`src/vector_angle_and_length_core_assert.svh`:
```
// Assertion macros shared by the vector angle and length core.
`ifndef VECTOR_ANGLE_AND_LENGTH_CORE_ASSERT_SVH
`define VECTOR_ANGLE_AND_LENGTH_CORE_ASSERT_SVH

// Check that the consequent holds in the same cycle as the antecedent.
`define VAAL_ASSERT_IMPLY(label, clk, rst, ante, cons, msg) \
  label: assert property (@(posedge clk) disable iff (rst) (ante) |-> (cons)) \
    else $error(msg);

// Check that the consequent holds in the cycle after the antecedent.
`define VAAL_ASSERT_NEXT(label, clk, rst, ante, cons, msg) \
  label: assert property (@(posedge clk) disable iff (rst) (ante) |=> (cons)) \
    else $error(msg);

`endif

```
`src/vaal_pkg.sv`:
```
// Shared types and constants of the vector angle and length core.
`timescale 1ns / 1ps
`default_nettype none

package vaal_pkg;

  localparam int ZF        = 20;
  localparam int GUARD     = 24;
  localparam int ITERS     = 27;
  localparam int ZW        = 29;
  localparam int MAG_WIDTH = 16;

  localparam logic [MAG_WIDTH-1:0] MAG_MAX = '1;

  localparam logic [ZW-1:0] DEG90  = 29'd94371840;
  localparam logic [ZW-1:0] DEG180 = 29'd188743680;
  localparam logic [ZW-1:0] DEG360 = 29'd377487360;

  localparam logic [ZW-1:0] ATAN_TAB [ITERS] = '{
    29'd47185920, 29'd27855475, 29'd14718068, 29'd7471121, 29'd3750058,
    29'd1876857,  29'd938658,   29'd469357,   29'd234682,  29'd117342,
    29'd58671,    29'd29335,    29'd14668,    29'd7334,    29'd3667,
    29'd1833,     29'd917,      29'd458,      29'd229,     29'd115,
    29'd57,       29'd29,       29'd14,       29'd7,       29'd4,
    29'd2,        29'd1
  };

  typedef struct packed {
    logic xn;
    logic yn;
    logic x_zero;
    logic y_zero;
    logic zero;
  } vaal_quad_t;

endpackage

`default_nettype wire

```
`src/vaal_sqrt.sv`:
```
// Pipelined squares, sum and digit-by-digit rounded square root.
`timescale 1ns / 1ps
`default_nettype none

module vaal_sqrt
  import vaal_pkg::*;
#(
  parameter int COORD_WIDTH = 16,
  parameter int STAGES      = 27
) (
  input  logic                   clk,
  input  logic                   ce,
  input  logic [COORD_WIDTH-1:0] ax,
  input  logic [COORD_WIDTH-1:0] ay,
  output logic [MAG_WIDTH-1:0]   mag
);

  localparam int SW = 2 * COORD_WIDTH;

  logic [SW-1:0] rem  [STAGES];
  logic [SW-1:0] root [STAGES];

  for (genvar j = 0; j < STAGES; j++) begin : g_stage
    if (j == 0) begin : g_square
      always_ff @(posedge clk) begin
        if (ce) begin
          rem[j]  <= SW'(ax) * SW'(ax);
          root[j] <= SW'(ay) * SW'(ay);
        end
      end
    end else if (j == 1) begin : g_sum
      always_ff @(posedge clk) begin
        if (ce) begin
          rem[j]  <= rem[j-1] + root[j-1];
          root[j] <= '0;
        end
      end
    end else if (j <= COORD_WIDTH + 1) begin : g_digit
      localparam int B = 2 * (COORD_WIDTH + 1 - j);
      localparam logic [SW:0] STEP = {{SW{1'b0}}, 1'b1} << B;
      logic [SW:0] trial;
      assign trial = {1'b0, root[j-1]} + STEP;
      always_ff @(posedge clk) begin
        if (ce) begin
          if ({1'b0, rem[j-1]} >= trial) begin
            rem[j]  <= rem[j-1] - trial[SW-1:0];
            root[j] <= (root[j-1] >> 1) + STEP[SW-1:0];
          end else begin
            rem[j]  <= rem[j-1];
            root[j] <= root[j-1] >> 1;
          end
        end
      end
    end else if (j == COORD_WIDTH + 2) begin : g_round
      logic [SW-1:0] rnd;
      assign rnd = root[j-1] + SW'(rem[j-1] > root[j-1]);
      always_ff @(posedge clk) begin
        if (ce) begin
          rem[j]  <= '0;
          root[j] <= (rnd > SW'(MAG_MAX)) ? SW'(MAG_MAX) : rnd;
        end
      end
    end else begin : g_pass
      always_ff @(posedge clk) begin
        if (ce) begin
          rem[j]  <= rem[j-1];
          root[j] <= root[j-1];
        end
      end
    end
  end

  assign mag = root[STAGES-1][MAG_WIDTH-1:0];

endmodule

`default_nettype wire

```
`config.mk`:
```
export PLATFORM = sky130hd
export DESIGN_NAME = vaal_sqrt
export DESIGN_NICKNAME = d
export VERILOG_FILES = /design/src/vector_angle_and_length_core_assert.svh /design/src/vaal_pkg.sv /design/src/vaal_sqrt.sv
export SDC_FILE = /design/constraint.sdc
export NUM_CORES = 2
export LEC_CHECK = 0
export BUFFER_PORTS_ARGS = -buffer_cell sky130_fd_sc_hd__buf_2
export CAP_MARGIN = 20
export CORE_MARGIN = 2
export CORE_UTILIZATION = 60
export CTS_CLUSTER_SIZE = 14
export DETAILED_ROUTE_END_ITERATION = 16
export PLACE_DENSITY = 0.76
export SETUP_SLACK_MARGIN = 0.05
export SLEW_MARGIN = 20
export SYNTH_ARGS = -nofsm -noshare
export SYNTH_HDL_FRONTEND = slang
export SYNTH_SLANG_ARGS = --single-unit
```
`constraint.sdc`:
```
create_clock -name clk -period 16.15 [get_ports clk]
set_input_delay 3.23 -clock clk [delete_from_list [all_inputs] [get_ports clk]]
set_output_delay 3.23 -clock clk [all_outputs]
set_load 0.05 [all_outputs]
```
Yosys cells after proc, flatten, opt, wreduce, memory -nomap -nowiden

Memory sizes are Yosys's and may differ from the RTL's.
Cells that the tools add are included.

Logic and storage cells: 235
Output and inout bits: 16
Memories: 2
Register bits: 0
Bits in writable memories: 1728

Muxes and demuxes: 131
Multiply operators: 2
Order comparisons: 18
Bitwise gates (word level): 32
Add/sub/neg operators: 50

Memories:

| name | depth | bits a word | rd ports | clocked after Yosys merged registers in | write ports | RTL line        | source |
|---|---|---|---|---|---|---|---|
| rem  | 27    | 32          | 26       | 0                                       | 27          | vaal_sqrt.sv:20 | `logic [SW-1:0] rem [STAGES];` |
| root | 27    | 32          | 27       | 0                                       | 27          | vaal_sqrt.sv:21 | `logic [SW-1:0] root [STAGES];` |

Operators by type and width:

| kind                     | count |
|---|---|
| $mux W32                 | 33 |
| $ge A32 B33 Y1           | 16 |
| $sub A32 B32 Y32         | 16 |
| $mux W1                  | 98 |
| $mul A16 B16 Y32         | 2 |
| $add A32 B1 Y33 const B  | 1 |
| $add A32 B11 Y33 const B | 1 |
| $add A32 B13 Y33 const B | 1 |
| $add A32 B15 Y33 const B | 1 |
| $add A32 B17 Y33 const B | 1 |
| $add A32 B19 Y33 const B | 1 |
| $add A32 B21 Y33 const B | 1 |
| $add A32 B23 Y33 const B | 1 |
| $add A32 B25 Y33 const B | 1 |
| $add A32 B27 Y33 const B | 1 |
| $add A32 B29 Y33 const B | 1 |
| $add A32 B3 Y33 const B  | 1 |
| $add A32 B31 Y33 const B | 1 |
| $add A32 B5 Y33 const B  | 1 |
| $add A32 B7 Y33 const B  | 1 |
| $add A32 B9 Y33 const B  | 1 |
| $add A31 B1 Y32 const B  | 1 |
| $add A31 B11 Y32 const B | 1 |
| $add A31 B13 Y32 const B | 1 |
| 18 further kinds         | 49 |

Depth between registers and ports, before layout

Depth after elaboration: 6
Depth in mapped cells: 25

Worst setup path after synthesis

Ideal clock, no wire load.

Path type: input to register
From: input ax[1]
To: memory rem[0][30] in the netlist's numbering (data pin)
Cell stages on the path: 22
Setup time: 258 ps
Arrival time: 9104 ps
Slack: 6789 ps
Buffers on the path: 2
Required time: 15892 ps
Path through: clkbuf_1 clkbuf_1 nand2_1 fa_1 inv_1 fa_1 fa_1 fa_1 fa_1 inv_1 fa_1 inv_1 ha_1 a21o_1 a21o_1 a211o_1 o21ai_0 a21oi_1 a221oi_1 o21ai_0 a21oi_1 xnor2_1

RTL lines:

| element            | RTL line        | source |
|---|---|---|
| start: declaration | vaal_sqrt.sv:13 | `input logic [COORD_WIDTH-1:0] ax,` |
| end: declaration   | vaal_sqrt.sv:20 |  |

==> flow_metrics.env <==
export IMPL_power_combinational_fraction_pct=47.6
export IMPL_worstPathArrival_ns=9.61
export IMPL_cts_hold_fix_buffers=0
export IMPL_result_of_the_run="finished clean"
export IMPL_rows=110
export IMPL_post_synth_cell_area_avg_um2=11.9
export IMPL_dieWidth_um=304
export IMPL_max_capacitance_violation_count=0
export IMPL_clock_path_buffers=3
export IMPL_fraction_of_synthesized_area_in_multiplexers_pct=0.682
export IMPL_dieHeight_um=304
export IMPL_initial_utilization_pct=60.3
export IMPL_worst_setup_path_start_kind="input port"
export IMPL_first_global_vias=33800
export IMPL_yosys_area_share_adder_pct=21.4
export IMPL_pwr_share_clk_pct=19.7
export IMPL_ys_seq_area_share_pct=49.1
export IMPL_netSwitchingFraction_pct=38.2
export IMPL_hold_violations=0
export IMPL_die_area_um2=92700
export IMPL_detailedPlacementHpwl_um=80400
export IMPL_power_density_nw_per_um2=184
export IMPL_synth_nets=5306
export IMPL_nFillCells=6624
export IMPL_register_area_um2=26600
export IMPL_synth_edf_count=886
export IMPL_min_delay_path_class="reg -> reg"
export IMPL_final_core_util_pct=65.5
export IMPL_top_level_ports=50
export IMPL_cts_root_buf="sky130_fd_sc_hd__clkbuf_16"
export IMPL_grt_pass1_wl_um=173000
export IMPL_synthesis_area_um2=54200
export IMPL_static_leakage_power_nw=25.2
export IMPL_synth_top_area_share_pct=49.1
export IMPL_detail_route_drc_violations=0
export IMPL_cellInternalPower_mw=6.70
export IMPL_gr_total_overflow=0
export IMPL_num_antenna_cells=0
export IMPL_post_synth_arst_share_pct=0
export IMPL_core_area_um2=89700
export IMPL_synth_compound_gate_area_share_pct=7.13
export IMPL_drive_above_1_share_pct=5.56
export IMPL_synth_largest_area_cell="sky130_fd_sc_hd__edfxtp_1"
export IMPL_synth_distinct_cells=71
export IMPL_worst_ep_required_time_ns=16.54
export IMPL_clk_pin_slew_ns=0.06
export IMPL_initial_antenna_violation_count=0
export IMPL_detailedRoute_firstPassIterationCount=5
export IMPL_yosys_area_share_xor_xnor_pct=5.43
export IMPL_max_slew_margin_rel_pct=25.7
export IMPL_timing_setup_critical_path_class="in -> reg"
export IMPL_critical_path_max_fanout=13
export IMPL_clock_skew_final_ns=0.0570
export IMPL_mostFrequentLayoutCell="sky130_fd_sc_hd__edfxtp_1"
export IMPL_setup_ws_ns=6.93
export IMPL_finalSetupViolCount=0
export IMPL_post_cts_resized=0
export IMPL_worstSetupEndpointType="register"
export IMPL_rsz_0062_raised_after_global_routing="no"
export IMPL_synth_simple_gate_area_share_pct=10.7
export IMPL_multi_input_area_um2=24500
export IMPL_cts_setup_buffers=0
export IMPL_detail_route_antenna_nets=0
export IMPL_synth_yosys_warnings=0
export IMPL_numPortBuffers=49
export IMPL_gpl_final_weighted_congestion=0.889
export IMPL_grt_start_max_net_pins=194
export IMPL_synth_ff_latch_count=886
export IMPL_timing_setup_tns_ns=0
export IMPL_drt_wirelength_per_cell_um=18.3
export IMPL_via_count=33000
export IMPL_clkLatencyLatePin_ns=0.69
export IMPL_clock_tree_from_tritoncts="built"
export IMPL_final_net_count=5367
export IMPL_postRouteWirelength_um=107000
export IMPL_worst_slew_pin_transition_ns=1.11
export IMPL_postSynthCellCount=4543
export IMPL_synth_top_family_by_area="adder cells"
export IMPL_p_switching_mw=4.13
export IMPL_gr_util_all_layers_pct=23.6
export IMPL_layout_cells_most_common_list="886 x sky130_fd_sc_hd__edfxtp_1, 705 x sky130_fd_sc_hd__inv_1, 402 x sky130_fd_sc_hd__ha_1"
export IMPL_period_share_pct=57.1
export IMPL_viasPerCell=5.63
export IMPL_numCtsBuffers=90
export IMPL_final_instance_count_excl_fill=5856
export IMPL_clock_sink_count=886
export IMPL_dp_slack_ns=6.32
export IMPL_htree_num_levels=3
export IMPL_share_seq_of_total_power_pct=32.7
export IMPL_drt_iter0_markers=2364
export IMPL_area_delta_synth_final_pct=8.52
export IMPL_post_place_cells=5687
export IMPL_period_minus_slack_ns=9.22
export IMPL_final_max_slew_viol_count=0
export IMPL_ys_flop_type="sky130_fd_sc_hd__edfxtp_1"
export IMPL_clock_fmax_ghz=0.108
export IMPL_synth_top_cells_by_area="sky130_fd_sc_hd__edfxtp_1 49%, sky130_fd_sc_hd__fa_1 12%, sky130_fd_sc_hd__ha_1 9.3%, sky130_fd_sc_hd__inv_1 4.9%, sky130_fd_sc_hd__xnor2_1 3.2%"
export IMPL_ir_worst_vdd_mv=0.259
==> per-stage QoR <==
stage	hold slack, ns	area (um2)	total power, mW
after floorplan	0.400	54200	7.47
after global placement	0.400	55600	8.59
after detailed placement	0.405	55600	8.71
after CTS	0.376	58700	10.9
after global routing	0.380	58800	11.7
final	0.376	58800	10.8
==> worst max-delay path, cell delays in order <==
cell	delay, ns
sky130_fd_sc_hd__buf_2	0.21
sky130_fd_sc_hd__inv_1	0.23
sky130_fd_sc_hd__nor2_1	0.10
sky130_fd_sc_hd__fa_1	0.51
sky130_fd_sc_hd__inv_1	0.05
sky130_fd_sc_hd__fa_1	0.47
sky130_fd_sc_hd__inv_1	0.06
sky130_fd_sc_hd__fa_1	0.50
sky130_fd_sc_hd__inv_1	0.05
sky130_fd_sc_hd__fa_1	0.47
sky130_fd_sc_hd__inv_1	0.05
sky130_fd_sc_hd__fa_1	0.55
sky130_fd_sc_hd__inv_1	0.06
sky130_fd_sc_hd__fa_1	0.53
sky130_fd_sc_hd__inv_1	0.04
sky130_fd_sc_hd__ha_1	0.32
sky130_fd_sc_hd__o211ai_1	0.16
sky130_fd_sc_hd__or4b_2	0.73
sky130_fd_sc_hd__a211oi_1	0.53
sky130_fd_sc_hd__o211ai_1	0.19
sky130_fd_sc_hd__nand2_1	0.12
sky130_fd_sc_hd__a21oi_1	0.10
sky130_fd_sc_hd__o21a_1	0.21
sky130_fd_sc_hd__xnor2_1	0.12
==> logic make-up after synthesis <==
family                     after synthesis
AOI/OAI and AO/OA                      620
xor gates and xnor gates               336
adders and majority gates              729
buffers and inverters                  800
DFF                                    886
muxes                                   34
and+or+nand+nor                       1138
==> routing by layer <==
| metal | part of all wire, % | global-route usage [%] | up-vias |
|---|---|---|---|
| li1 | - | - | 15800 |
| met5 | 0 | 0 | - |
| met4 | 4.3 | 9.88 | 0 |
| met2 | 53 | 43.0 | 751 |
| met1 | 39 | 28.3 | 16100 |
| met3 | 4.0 | 2.74 | 246 |
==> power by group through the flow <==
stage / logic (mW) / clock network (mW) / registers, mW
floorplan: 4.02 / 0 / 3.46
global placement: 5.02 / 0 / 3.57
detailed placement: 5.12 / 0 / 3.59
CTS: 5.19 / 2.17 / 3.54
global route: 5.87 / 2.26 / 3.58
finish: 5.15 / 2.14 / 3.54
==> state kept, by name (all words and copies together), names as in the netlist <==
register,cells
rem,575
root,311
==> area by class of cell <==
class	count	area share (%)
repair buffers	64	0.703
multi-input cells	2857	41.8
clock inverters	65	1.35
clock buffers	103	3.92
well taps	1176	2.50
flip-flops and latches	886	45.3
inverters	705	4.50
==> worst paths after layout <==
check	endpoint	cells past startpoint	startpoint	slack [ns]
worst min register to register	root[20][13]	0	root[19][13]	0.38
worst min-delay path	root[20][13]	0	root[19][13]	0.38
worst max-delay path	rem[0][31]	24	ax[3]	6.93
worst max register to register	root[18][7]	17	root[17][1]	11.90
==> Yosys cell counts, drive strengths merged (88+ instances only) <==
| cell | n |
|---|---|
| edfxtp | 886 |
| inv | 705 |
| ha | 402 |
| fa | 327 |
| nand2 | 317 |
| xnor2 | 196 |
| nor2 | 195 |
| a21oi | 187 |
| o21ai | 157 |
| xor2 | 140 |
| and2 | 105 |
| nor3 | 97 |
| a21o | 96 |
| clkbuf | 88 |
No activity file was read; power rests on OpenSTA's default activity.
