[src/vector_angle_and_length_core_assert.svh]
// Assertion macros shared by the vector angle and length core.
`ifndef VECTOR_ANGLE_AND_LENGTH_CORE_ASSERT_SVH
`define VECTOR_ANGLE_AND_LENGTH_CORE_ASSERT_SVH

// Check that the consequent holds in the same cycle as the antecedent.
`define VAAL_ASSERT_IMPLY(label, clk, rst, ante, cons, msg) \
  label: assert property (@(posedge clk) disable iff (rst) (ante) |-> (cons)) \
    else $error(msg);

// Check that the consequent holds in the cycle after the antecedent.
`define VAAL_ASSERT_NEXT(label, clk, rst, ante, cons, msg) \
  label: assert property (@(posedge clk) disable iff (rst) (ante) |=> (cons)) \
    else $error(msg);

`endif

[src/vaal_pkg.sv]
// Shared types and constants of the vector angle and length core.
`timescale 1ns / 1ps
`default_nettype none

package vaal_pkg;

  localparam int ZF        = 20;
  localparam int GUARD     = 24;
  localparam int ITERS     = 27;
  localparam int ZW        = 29;
  localparam int MAG_WIDTH = 16;

  localparam logic [MAG_WIDTH-1:0] MAG_MAX = '1;

  localparam logic [ZW-1:0] DEG90  = 29'd94371840;
  localparam logic [ZW-1:0] DEG180 = 29'd188743680;
  localparam logic [ZW-1:0] DEG360 = 29'd377487360;

  localparam logic [ZW-1:0] ATAN_TAB [ITERS] = '{
    29'd47185920, 29'd27855475, 29'd14718068, 29'd7471121, 29'd3750058,
    29'd1876857,  29'd938658,   29'd469357,   29'd234682,  29'd117342,
    29'd58671,    29'd29335,    29'd14668,    29'd7334,    29'd3667,
    29'd1833,     29'd917,      29'd458,      29'd229,     29'd115,
    29'd57,       29'd29,       29'd14,       29'd7,       29'd4,
    29'd2,        29'd1
  };

  typedef struct packed {
    logic xn;
    logic yn;
    logic x_zero;
    logic y_zero;
    logic zero;
  } vaal_quad_t;

endpackage

`default_nettype wire

[src/vaal_post.sv]
// Quadrant fix-up, rounding and full-turn wrap of the angle.
`timescale 1ns / 1ps
`default_nettype none

module vaal_post
  import vaal_pkg::*;
#(
  parameter int ANGLE_FRACTION_BITS = 6,
  parameter int ANGLE_WIDTH         = 15
) (
  input  logic                   clk,
  input  logic                   rst,
  input  logic                   ce,
  input  logic                   valid,
  input  vaal_quad_t             quad,
  input  logic signed [ZW-1:0]   z,
  input  logic [MAG_WIDTH-1:0]   mag,
  output logic                   res_valid,
  output logic [ANGLE_WIDTH-1:0] res_angle,
  output logic [MAG_WIDTH-1:0]   res_mag,
  output logic                   res_zero
);

  localparam int SH = ZF - ANGLE_FRACTION_BITS;
  localparam int KW = ZW + 1 - SH;
  localparam logic [ZW:0]   RND  = {{ZW{1'b0}}, 1'b1} << (SH - 1);
  localparam logic [KW-1:0] FULL = KW'(360) << ANGLE_FRACTION_BITS;

  logic [ZW-1:0]        zc, t, a;
  logic                 v1;
  logic [ZW-1:0]        a1;
  logic [MAG_WIDTH-1:0] mag1;
  logic                 zero1;
  logic [ZW:0]          ksum;
  logic [KW-1:0]        k, kw;

  always_comb begin
    if (z[ZW-1]) begin
      zc = '0;
    end else if (z > $signed(DEG90)) begin
      zc = DEG90;
    end else begin
      zc = $unsigned(z);
    end

    if (quad.y_zero) begin
      t = '0;
    end else if (quad.x_zero) begin
      t = DEG90;
    end else begin
      t = zc;
    end

    if (!quad.xn && !quad.yn && !quad.y_zero) begin
      a = t;
    end else if (quad.y_zero && !quad.xn) begin
      a = '0;
    end else if (quad.xn && !quad.yn) begin
      a = DEG180 - t;
    end else if (quad.xn && quad.yn) begin
      a = DEG180 + t;
    end else begin
      a = DEG360 - t;
    end
  end

  assign ksum = {1'b0, a1} + RND;
  assign k    = ksum[ZW:SH];
  assign kw   = (k >= FULL) ? (k - FULL) : k;

  always_ff @(posedge clk) begin
    if (rst) begin
      v1        <= 1'b0;
      res_valid <= 1'b0;
    end else if (ce) begin
      v1        <= valid;
      res_valid <= v1;
    end
  end

  always_ff @(posedge clk) begin
    if (ce) begin
      a1        <= a;
      mag1      <= mag;
      zero1     <= quad.zero;
      res_angle <= kw[ANGLE_WIDTH-1:0];
      res_mag   <= mag1;
      res_zero  <= zero1;
    end
  end

endmodule

`default_nettype wire

[config.mk]
export PLATFORM = sky130hd
export DESIGN_NAME = vaal_post
export DESIGN_NICKNAME = d
export VERILOG_FILES = /design/src/vector_angle_and_length_core_assert.svh /design/src/vaal_pkg.sv /design/src/vaal_post.sv
export SDC_FILE = /design/constraint.sdc
export NUM_CORES = 1
export LEC_CHECK = 0
export ABC_AREA = 1
export BUFFER_PORTS_ARGS = -buffer_cell sky130_fd_sc_hd__buf_2
export CAP_MARGIN = 25
export CORE_ASPECT_RATIO = 1.1
export CORE_MARGIN = 5
export CORE_UTILIZATION = 55
export DETAILED_ROUTE_END_ITERATION = 8
export PLACE_DENSITY = 0.89
export SYNTH_ARGS = -nofsm -noshare
export SYNTH_HDL_FRONTEND = slang
export SYNTH_SLANG_ARGS = --single-unit
[constraint.sdc]
create_clock -name clk -period 3.5 [get_ports clk]
set_input_delay 0.175 -clock clk [delete_from_list [all_inputs] [get_ports clk]]
set_output_delay 0.175 -clock clk [all_outputs]
set_load 0.005 [all_outputs]
# After elaboration in Yosys (flattened, before gate mapping)
# Cells that the tools add are included.
# totals
inputBits	54
out_inout_bits	33
regBits	80
word_cells	32
# classes
n_mux	9
reduce_logical	8
order_cmp	2
n_addsub	5
# ops
cell	count
$mux 29	6
$mux 28	2
$add 29x14->30 const B	1
$add 28x29->29 const A	1
$gt 29x28->1 const B	1
$sub 28x29->29 const A	1
$sub 29x29->29 const A	1
$ge 16x15->1 const B	1
$mux 15	1
$sub 15x15->15 const B	1
$logic_and 1x1->1	5
$logic_not 1->1	3

# Logic depth before layout (Yosys ltp)
# Gate-level depths: netlist (run 1).
# depth
ltp_word	10
depth_mapped	19
ltp_nobuf	19

# Least setup slack after synthesis (run 1)
# Ideal clock, no wire load.
# synth_timing
kind	register to register
from	register a1[13]
to	register res_angle[13], data pin
period_less_slack_ns	2.093
path_slack_ns	1.407
stages_incl_launch_ff	15
setup_time_ns	0.269
arrival_ns	1.824
path_cell_list	edfxtp_1 -> ha_1 -> nand2_1 -> nor2_4 -> nand4_2 -> nor2_4 -> nand3_1 -> nor2_2 -> nand2_1 -> xor2_1 -> o21ai_2 -> nand2_2 -> o21ai_4 -> nand2_1 -> o21ai_0
# synth_via
elab_chain_cells	3
word_cells_on_any_way	4
classes_between	2 x add/sub; 1 x order compare; 1 x mux
# synth_rtl
element	line	text
start, declared	vaal_post.sv:31	logic [ZW-1:0] a1;
start signal, assigned	vaal_post.sv:83	a1 <= a;
$add 29x14->30 *	vaal_post.sv:67	assign ksum = {1'b0, a1} + RND;
$sub 15x15->15 or $ge 16x15->1 (tied branches)	vaal_post.sv:69	assign kw = (k >= FULL) ? (k - FULL) : k;
$mux 15 *	vaal_post.sv:69	
net kw[13]	vaal_post.sv:35	logic [KW-1:0] k, kw;
end signal, assigned	vaal_post.sv:86	res_angle <= kw[ANGLE_WIDTH-1:0];
end, declared	vaal_post.sv:19	output logic [ANGLE_WIDTH-1:0] res_angle,
# Mark *: on every way through the listed nets, which the timed path passes. The rest lies on a longest branch.
# A chain may end at the register's enable or synchronous reset.

# Final worst setup path (run 1)
# layout_timing
from	register a1[14]
to	register res_angle[9], data pin
# The elaborated chain is that of the path after synthesis.

==> summary.txt, run 1 <==
Route
  – Routed metal-1 wire length: roughly 3.2 mm
  – DR vias: 2975
  – Routed length on met3: 617 µm
  – Routed wl met2: approximately 4 mm
  – Vias/cell: between 5 and 6
  – Top sig layer: met4
  – Drt drc: 0
  – WL final: 7.890 mm
  – Initial DRC Count: 144
  – Router iterations before antenna repair: 4
  – Avg WL per Cell: approximately 13 µm
  – DRT antenna net count: 0

Worst setup path
  – Worst-path cell chain: ha_1 -> nand2_1 -> nor2_4 -> nand4_2 -> nor2_4 -> nand3_1 -> nor2_2 -> nand2_1 -> xor2_1 -> o21ai_2 -> nand2_2 -> o21ai_4 -> xnor2_1
  – Arr. time, crit path: 2500 ps
  – Required time worst endpoint: roughly 3600 ps
  – Kind of critical path: flop to flop
  – CP max stage cell: edfxtp_1
  – Crit path capture type: flop
  – Crit-path max FO: 9
  – Worst path max stage delay: 390 ps
  – CP Launch Type: flop

Clock tree
  – Postcts setup bufs: 0
  – TritonCTS clock tree: built
  – Clock Latency Late Sink: 340 ps
  – Clock buffer depth: 2
  – Worst-path clk slew: 70 ps
  – H-Tree Depth: 3
  – Clock sinks: 67
  – CTS Buf Count: 9
  – CTS root buf: clkbuf_8

Floorplanning
  – Die area: 8446 µm²
  – Core Box Area: 6555 µm²
  – Row count: 31
  – Die width: between 80 and 90 µm
  – Initial Util: 0.5627
  – # IOs: 87
  – Die Ht: 95.89 µm

Placement
  – I/O Buffers: 86
  – Placed cells: 567
  – Dpl hpwl: 6.252 mm
  – Final GP Congestion: just under 1
  – Area post-placement: ~4200 µm²

Power
  – Power share of the sequential group: 0.526
  – Int Pwr: 1.414 mW
  – Clock power share: 0.314
  – Sw Share: 0.2547
  – P per Cell Area: between 400 and 500 nW/µm²
  – Switching power: slightly below 0.5 mW
  – LEAKAGE: 2.012 nW
  – Worst vdd rail ir drop: 0.3842 mV
  – Comb pwr share: 0.159

GRT
  – GRT overflow: 0
  – GRT Total Usage: 0.1980
  – Initial antenna violation count: 0
  – Vias in the first global route: roughly 2900
  – First-pass GRT wire length: roughly 13 mm
  – Largest net degree at the start of global routing: 39

Run
  – Maxcap violations: 0

Final layout
  – Final std cells w/o fill: 588
  – Area delta synth->final: 20.52%
  – Number of fill cells: between 400 and 500
  – Share of cells above drive strength 1: 0.2767
  – Fin nets: ~560
  – Most frequent cells in the layout: nand2_1, buf_2, edfxtp_1, inv_1, nor2_1
  – Design area: 4446 µm²
  – Util after Layout: 0.6782
  – Antenna diodes: 0
  – Commonest non-fill, non-tap cell in the layout: nand2_1

Synthesis
  – Synthesized net count: 461
  – Synth Area per Inst: 9.198 µm²
  – Sequential share of the synthesized area: 0.5400
  – Synth unique cells: 34
  – Flops & latches, synth: 67
  – Gate Count Post-Synth: 401
  – Synth warnings: 0
  – Synthesized area: 3689 µm²

Timing
  – Setup TNS: 0 ps
  – Slew Viols, Final: 0
  – Fin crit period: 2421 ps
  – Rel. slew slack: 0.3536
  – # setup viols final: 0
  – Fin crit share: 0.6917
  – Fmax: just over 0.4 GHz
  – Clock Skews: 10.28 ps
  – RSZ-0062 raised after global routing: no
  – Slew of the pin with the lowest slew margin: 969.6 ps
  – Final hold viol count: 0

Hold path
  – HP Class: primary input to flop

Run status
  – Status: finished, final reports clean
## Yosys cell counts
library cell  count  area (µm²)
o21ai_0          16       80.08
o21bai_1          1       7.510
o22ai_1           3       18.77
nand2_2           8       50.05
edfxtp_1         65        1952
o21ai_2           2       17.52
nor3_1            5       25.02
ha_1              6       75.07
o21ai_4           1       16.27
a21oi_1          10       50.05
o21a_1            1       7.510
nor2_1           38       142.6
dfxtp_1           2       40.04
and3_1            1       6.260
nor3_2            1       10.01
or2_2             1       6.260
inv_2             7       26.28
buf_4             1       7.510
nand3_2           6       60.06
nor2_4            4       45.04
inv_1            48       180.2
nand2_1          98       367.9
nand4_2           1       12.51
nand3_1          36       180.2
o211ai_1          3       22.52
o21ai_1           2       10.01
a22oi_1           1       7.510
xor2_2            1       16.27
xnor2_1           7       61.31
buf_6             1       11.26
clkbuf_1          2       7.510
nand4_1           4       25.02
nor2_2            6       37.54
xor2_1           12       105.1
## critical path: cells and delay by family, from the launching register on
kind | cells | cell delay [ps]
AOI/OAI and AO/OA | 2 | 200
xor gates and xnor gates | 2 | 420
adders and majority gates | 1 | 200
DFF | 1 | 390
and+or+nand+nor | 8 | 960
## power by group through the flow
| stage | clock (mW) | combinational (mW) | sequential [mW] |
|---|---|---|---|
| detailed placement | 0 | 0.298 | 1.02 |
| floorplan | 0 | 0.173 | 1.01 |
| global route | 0.644 | 0.344 | 1.01 |
| global placement | 0 | 0.283 | 1.01 |
| finish | 0.596 | 0.302 | 0.999 |
| CTS | 0.607 | 0.304 | 1.00 |
## metal layers
layer / track usage / up-vias
li1: - / 1530
met3: 0.03082 / 14
met1: 0.2337 / 1324
met4: 0.08060 / 0
met5: 0 / -
met2: 0.3580 / 107
## sequential cells by signal (all words and copies together), names as in the netlist
signal     count
a1            16
mag1          16
res_mag       16
res_angle     15
res_valid      1
res_zero       1
v1             1
zero1          1
## cell families (layout without fill, tap and decap cells)
| family | after synthesis | after routing | share of synthesized area |
|---|---|---|---|
| and+or+nand+nor | 209 | 209 | 0.2626 |
| DFF | 67 | 67 | 0.5400 |
| buffers and inverters | 59 | 164 | 0.06310 |
| AOI/OAI and AO/OA | 40 | 40 | 0.06446 |
| xor gates and xnor gates | 20 | 20 | 0.04953 |
| adders and majority gates | 6 | 6 | 0.02035 |
## what timing repair did
item / CTS / global route
hold buffers: 5 / 0
gates resized for setup: 0 / 0
hold endpoints to repair: 5 / 0
## layout make-up
type	count	area, µm²	area share
repair buffers	93	495.5	0.1115
flip-flops and latches	67	1992	0.4481
clock inverters	5	53.80	0.01210
multi-input cells	275	1464	0.3293
clock buffers	11	131.4	0.02955
well taps	82	102.6	0.02308
inverters	55	206.4	0.04644
## metrics by stage
step | power (mW) | worst slack [ps] | hold slack (ps)
finish | 1.897 | 1079 | 18.01
detailed placement | 1.315 | 938.4 | 353.8
global route | 1.993 | 854.4 | 9.026
CTS | 1.910 | 1066 | 2.721
global placement | 1.294 | 1046 | 348.8
floorplan | 1.188 | 1407 | 244.1
## worst paths after layout
path / cells after the start / slack (ps) / endpoint / start
setup reg to reg: 13 / 1080 / res_angle[9] / a1[14]
hold / removal: 1 / 20 / mag1[5] / mag[5]
hold reg to reg: 0 / 420 / res_mag[0] / mag1[0]
setup / recovery: 13 / 1080 / res_angle[9] / a1[14]
(Power assumes the default switching activity.)
==> inputs of run 2 (changes only) <==
--- a/config.mk
+++ b/config.mk
@@ -10,9 +10,9 @@
 export CAP_MARGIN = 25
 export CORE_ASPECT_RATIO = 1.1
 export CORE_MARGIN = 5
-export CORE_UTILIZATION = 55
+export CORE_UTILIZATION = 54
 export DETAILED_ROUTE_END_ITERATION = 8
-export PLACE_DENSITY = 0.89
+export PLACE_DENSITY = 0.88
 export SYNTH_ARGS = -nofsm -noshare
 export SYNTH_HDL_FRONTEND = slang
 export SYNTH_SLANG_ARGS = --single-unit
==> constraint.sdc (replaced) <==
create_clock -name clk -period 2.5 [get_ports clk]
set_input_delay 0.125 -clock clk [delete_from_list [all_inputs] [get_ports clk]]
set_output_delay 0.125 -clock clk [all_outputs]
set_load 0.005 [all_outputs]
==> run 2 against run 1 <==
  * Die area rose by 1.6%
  * Critical endpoint is now res_angle[13]
  * Critical path type unchanged
  * Wire length rose by 9.5%
  * Design area rose by 4.6%
==> summary.txt, run 2 (same netlist as run 1, synthesis figures left out) <==
Clock tree
  – Clock Latency Late Sink: ~330 ps
  – Worst-path clk slew: 70 ps
  – TritonCTS clock tree: built
  – CTS Buf Count: 9
  – CTS root buf: clkbuf_8
  – Clock sinks: 67
  – Clock buffer depth: 2
  – H-Tree Depth: 3

Route
  – Drt drc: 0
  – Avg WL per Cell: roughly 14 µm
  – DRT antenna net count: 0
  – WL final: ~8.6 mm
  – DR vias: 3129
  – Router iterations before antenna repair: 5
  – Vias/cell: 5.163
  – Initial DRC Count: around 120

GRT
  – GRT Total Usage: 0.2025
  – First-pass GRT wire length: 13.74 mm
  – GRT overflow: 0
  – Largest net degree at the start of global routing: 69
  – Vias in the first global route: 3149
  – Initial antenna violation count: 0

Timing
  – # setup viols final: 0
  – Slew Viols, Final: 0
  – Final hold viol count: 0
  – Fin crit share: 0.9368
  – Fmax: 0.4270 GHz
  – Slew of the pin with the lowest slew margin: 810.7 ps
  – Fin crit period: 2342 ps
  – Rel. slew slack: 0.4596
  – Final hold slack: 88.91 ps
  – Clock Skews: 13.13 ps

Worst setup path
  – Kind of critical path: flop to flop
  – Crit path capture type: flop
  – Worst path max stage delay: 390 ps
  – Arr. time, crit path: roughly 2400 ps
  – Worst-path cell chain: ha_2 -> nand2_1 -> nor2_4 -> nand4_2 -> nor2_4 -> nand2_2 -> xor2_2 -> ha_1 -> nor3_2 -> xor2_1 -> nand2_1 -> o21ai_0
  – CP max stage cell: edfxtp_1
  – CP Launch Type: flop
  – Required time worst endpoint: 2570 ps
  – Crit-path max FO: 3

Power
  – Worst vdd rail ir drop: 0.5702 mV
  – LEAKAGE: 2.100 nW
  – P per Cell Area: 604.1 nW/µm²

Floorplanning
  – Row count: 31
  – Die Ht: roughly 97 µm
  – Core Box Area: 6633 µm²
  – Initial Util: 0.5561
  – # IOs: 87
  – Die area: 8585 µm²
  – Die width: 88.80 µm

Final layout
  – Design area: 4652 µm²
  – Share of cells above drive strength 1: 0.2805
  – Antenna diodes: 0
  – Area delta synth->final: 26.12%
  – Fin nets: 579
  – Number of fill cells: 501
  – Most frequent cells in the layout: nand2_1, buf_2, edfxtp_1, inv_1, nor2_1
  – Commonest non-fill, non-tap cell in the layout: nand2_1
  – Largest registers: a1 x16, mag1 x16, res_mag x16

Hold path
  – HP Class: primary input to flop

Placement
  – I/O Buffers: between 80 and 90
  – Dpl hpwl: roughly 6 mm
  – Final GP Congestion: 0.9033
  – Area post-placement: 4240 µm²

Run
  – Maxcap violations: 0

Run status
  – Status: finished, final reports clean
-- run 2: routing by layer --
metal  up-vias  part of all wire  track usage
li1       1561                 -            -
met4         0             0.018      0.06279
met3        16             0.083      0.04333
met2       140              0.52       0.3743
met5         -                 0            0
met1      1412              0.38       0.2236
-- run 2: layout make-up --
type / count / area (µm²) / area share
Tap cell: 82 / 102.6 / 0.02205
Clock buffer: 11 / 131.4 / 0.02824
Timing Repair Buffer: 111 / 663.1 / 0.1425
Inverter: 55 / 206.4 / 0.04438
Clock inverter: 5 / 77.57 / 0.01668
Sequential cell: 67 / 1992 / 0.4282
Multi-Input combinational cell: 275 / 1479 / 0.3179
-- run 2: worst paths after layout --
kind	depth (start not counted)	slack (ps)	startpoint	end
setup / recovery	12	160	a1[14]	res_angle[13]
hold / removal	3	90	valid	v1
setup reg to reg	12	160	a1[14]	res_angle[13]
hold reg to reg	0	420	mag1[5]	res_mag[5]
-- run 2: per-stage QoR --
step | util | power [mW] | instances | worst slack [ps] | setup TNS (ps)
finish | 0.7014 | 2.810 | 606 | 158.0 | 0
global route | 0.7014 | 2.940 | 606 | -11.22 | -13.19
CTS | 0.6980 | 2.800 | 605 | 42.62 | 0
floorplan | - | 1.663 | 401 | 407.2 | 0
detailed placement | 0.6393 | 1.845 | 571 | 72.13 | 0
global placement | 0.6393 | 1.816 | 571 | 305.3 | 0
-- run 2: what timing repair did --
action                                  in CTS  in global routing
hold buffers                                18                  0
buffers inserted                             0                  1
gates resized for setup                      0                  3
endpoints found under the setup margin       0                  5
hold endpoints to repair                    19                  0
-- run 2: report_power, final --
| group | total (mW) | switching (mW) | internal, mW | leakage, nW |
|---|---|---|---|---|
| combinational | 0.461 | 0.272 | 0.189 | 1.34 |
| sequential | 1.40 | 0.0461 | 1.36 | 0.651 |
| clock | 0.947 | 0.388 | 0.559 | 0.105 |
| total | 2.81 | 0.706 | 2.10 | 2.10 |
-- run 2: worst max-delay path, delay by kind of cell (launching register included) --
family / cells / cell delay, ps
AO/OA/AOI/OAI: 1 / 70
flip-flops: 1 / 390
XOR/XNOR: 2 / 280
adder cells (fa/ha/maj): 2 / 460
AND/OR/NAND/NOR: 7 / 880
==> inputs of run 3 (changes only) <==
--- a/config.mk
+++ b/config.mk
@@ -9,7 +9,7 @@
 export BUFFER_PORTS_ARGS = -buffer_cell sky130_fd_sc_hd__buf_2
 export CAP_MARGIN = 25
 export CORE_ASPECT_RATIO = 1.1
-export CORE_MARGIN = 5
+export CORE_MARGIN = 3
 export CORE_UTILIZATION = 54
 export DETAILED_ROUTE_END_ITERATION = 8
 export PLACE_DENSITY = 0.88
==> run 3 against run 2 <==
  * Hold slack got worse by 54 ps
  * Cell count fell by 0.33%
  * Sequential power hardly changed
  * Critical path depth up 1
  * First-iteration DRC count rose by 32%
  * Wire length decreased by 5.3%
  * Highest routed layer unchanged
  * Combinational power down 0.9%
  * Global-route usage grew 1.9 points
  * Sequential share of layout area grew 0.081 points
  * Setup slack gained 3.3 ps
==> summary.txt, run 3 (same netlist as run 1, synthesis figures left out) <==
Final layout
  – Final std cells w/o fill: 604
  – Fin nets: 579
  – Area delta synth->final: 25.88%
  – Most frequent cells in the layout: nand2_1, buf_2, edfxtp_1, inv_1, nor2_1
  – Commonest non-fill, non-tap cell in the layout: nand2_1
  – Share of cells above drive strength 1: 0.2824
  – Design area: 4643 µm²
  – Largest registers: a1 x16, mag1 x16, res_mag x16
  – Antenna diodes: 0

GRT
  – Largest net degree at the start of global routing: 69
  – GRT Total Usage: 0.2219
  – GRT overflow: 0
  – First-pass GRT wire length: 13.74 mm
  – Vias in the first global route: 3084
  – Initial antenna violation count: 0

Clock tree
  – Clock buffer depth: 2
  – TritonCTS clock tree: built
  – CTS root buf: clkbuf_8
  – Worst-path clk slew: 80 ps
  – H-Tree Depth: 3
  – Clock Latency Late Sink: 340 ps
  – CTS Buf Count: 9
  – Clock sinks: 67

Floorplanning
  – Core Box Area: 6381 µm²
  – Die Ht: 92.68 µm
  – Initial Util: 0.5780
  – # IOs: 87
  – Die width: ~85 µm
  – Die area: 7859 µm²
  – Row count: 30

Power
  – Worst vdd rail ir drop: 0.4879 mV
  – P per Cell Area: 586.7 nW/µm²
  – Comb pwr share: 0.168
  – Pwr Total: 2.724 mW
  – Clock power share: 0.318
  – Switching power: 0.7167 mW
  – LEAKAGE: 2.097 nW
  – Sw Share: 0.2631
  – Power share of the sequential group: 0.514
  – Int Pwr: about 2 mW

Timing
  – Rel. slew slack: 0.6926
  – Final hold viol count: 0
  – Fin crit period: 2339 ps
  – Fmax: 0.4276 GHz
  – # setup viols final: 0
  – RSZ-0062 raised after global routing: no
  – Setup TNS: 0 ps
  – Clock Skews: 10.27 ps
  – Fin crit share: 0.9355
  – Final hold slack: 34.55 ps
  – Slew Viols, Final: 0
  – Slew of the pin with the lowest slew margin: around 460 ps

Worst setup path
  – Worst R2R Setup Slack: 160 ps
  – Kind of critical path: flop to flop
  – Required time worst endpoint: between 2000 and 3000 ps
  – Crit path capture type: flop
  – CP Launch Type: flop
  – Arr. time, crit path: 2410 ps
  – Crit-path max FO: 9

Placement
  – Placed cells: 569
  – Final GP Congestion: 0.9393
  – I/O Buffers: 86
  – Area post-placement: 4250 µm²
  – Dpl hpwl: 5.849 mm

Route
  – WL final: between 8 and 9 mm
  – Avg WL per Cell: 13.54 µm
  – Drt drc: 0
  – Router iterations before antenna repair: 5
  – DR vias: 3109
  – Initial DRC Count: roughly 160
  – DRT antenna net count: 0
  – Vias/cell: between 5 and 6

Hold path
  – HP Class: primary input to flop

Run
  – Maxcap violations: 0

Run status
  – Status: finished, final reports clean
[run 3: final timing paths]
path              cells after the start       endpoint     start
setup reg to reg                     13  res_angle[10]    a1[14]
hold reg to reg                       0    res_mag[13]  mag1[13]
setup / recovery                     13  res_angle[10]    a1[14]
hold / removal                        3             v1     valid
[run 3: per-stage QoR]
| stage | setup slack, ps | utilization |
|---|---|---|
| global placement | 301.5 | 0.6661 |
| finish | 161.3 | 0.7276 |
| CTS | 98.45 | 0.7245 |
| floorplan | 407.2 | - |
| global route | 8.699 | 0.7276 |
| detailed placement | 125.6 | 0.6661 |
[run 3: final cells by class]
class / count / area, µm²
sequential: 67 / 1992
fill: 468 / 1738
multi-input combinational: 275 / 1476
timing repair buffer: 111 / 675.6
inverter: 55 / 206.4
clock buffer: 10 / 127.6
tap: 80 / 100.1
clock inverter: 6 / 65.06
[run 3: routing by layer]
layer | global-route usage | part of all wire
met5 | 0 | 0
met4 | 0.1042 | 0.032
met3 | 0.04359 | 0.064
met2 | 0.3949 | 0.51
met1 | 0.2550 | 0.39
[run 3: what timing repair did]
item                                   in CTS  in global routing
hold buffers                               18                  0
setup endpoints to repair                   0                  5
setup buffers                               0                  1
resized for setup                           0                  2
endpoints found under the hold margin      19                  0
[run 3: worst max-delay path: stages (launching register included)]
cell,delay [ps]
edfxtp_1,380
ha_1,200
nand2_1,110
nor2_4,130
nand4_2,130
nor2_4,130
nand2_2,70
xor2_2,160
nand2_1,110
nand3_2,120
o21ai_2,180
nand2_2,80
o21ai_4,130
o21ai_0,140
[run 3: power groups by stage]
stage                     clock (mW)  sequential [mW]  combinational, mW
final                          0.866             1.40              0.457
after global routing           0.936             1.41              0.517
after detailed placement           0             1.42              0.423
after CTS                      0.872             1.40              0.448
after floorplan                    0             1.42              0.242
after global placement             0             1.41              0.400
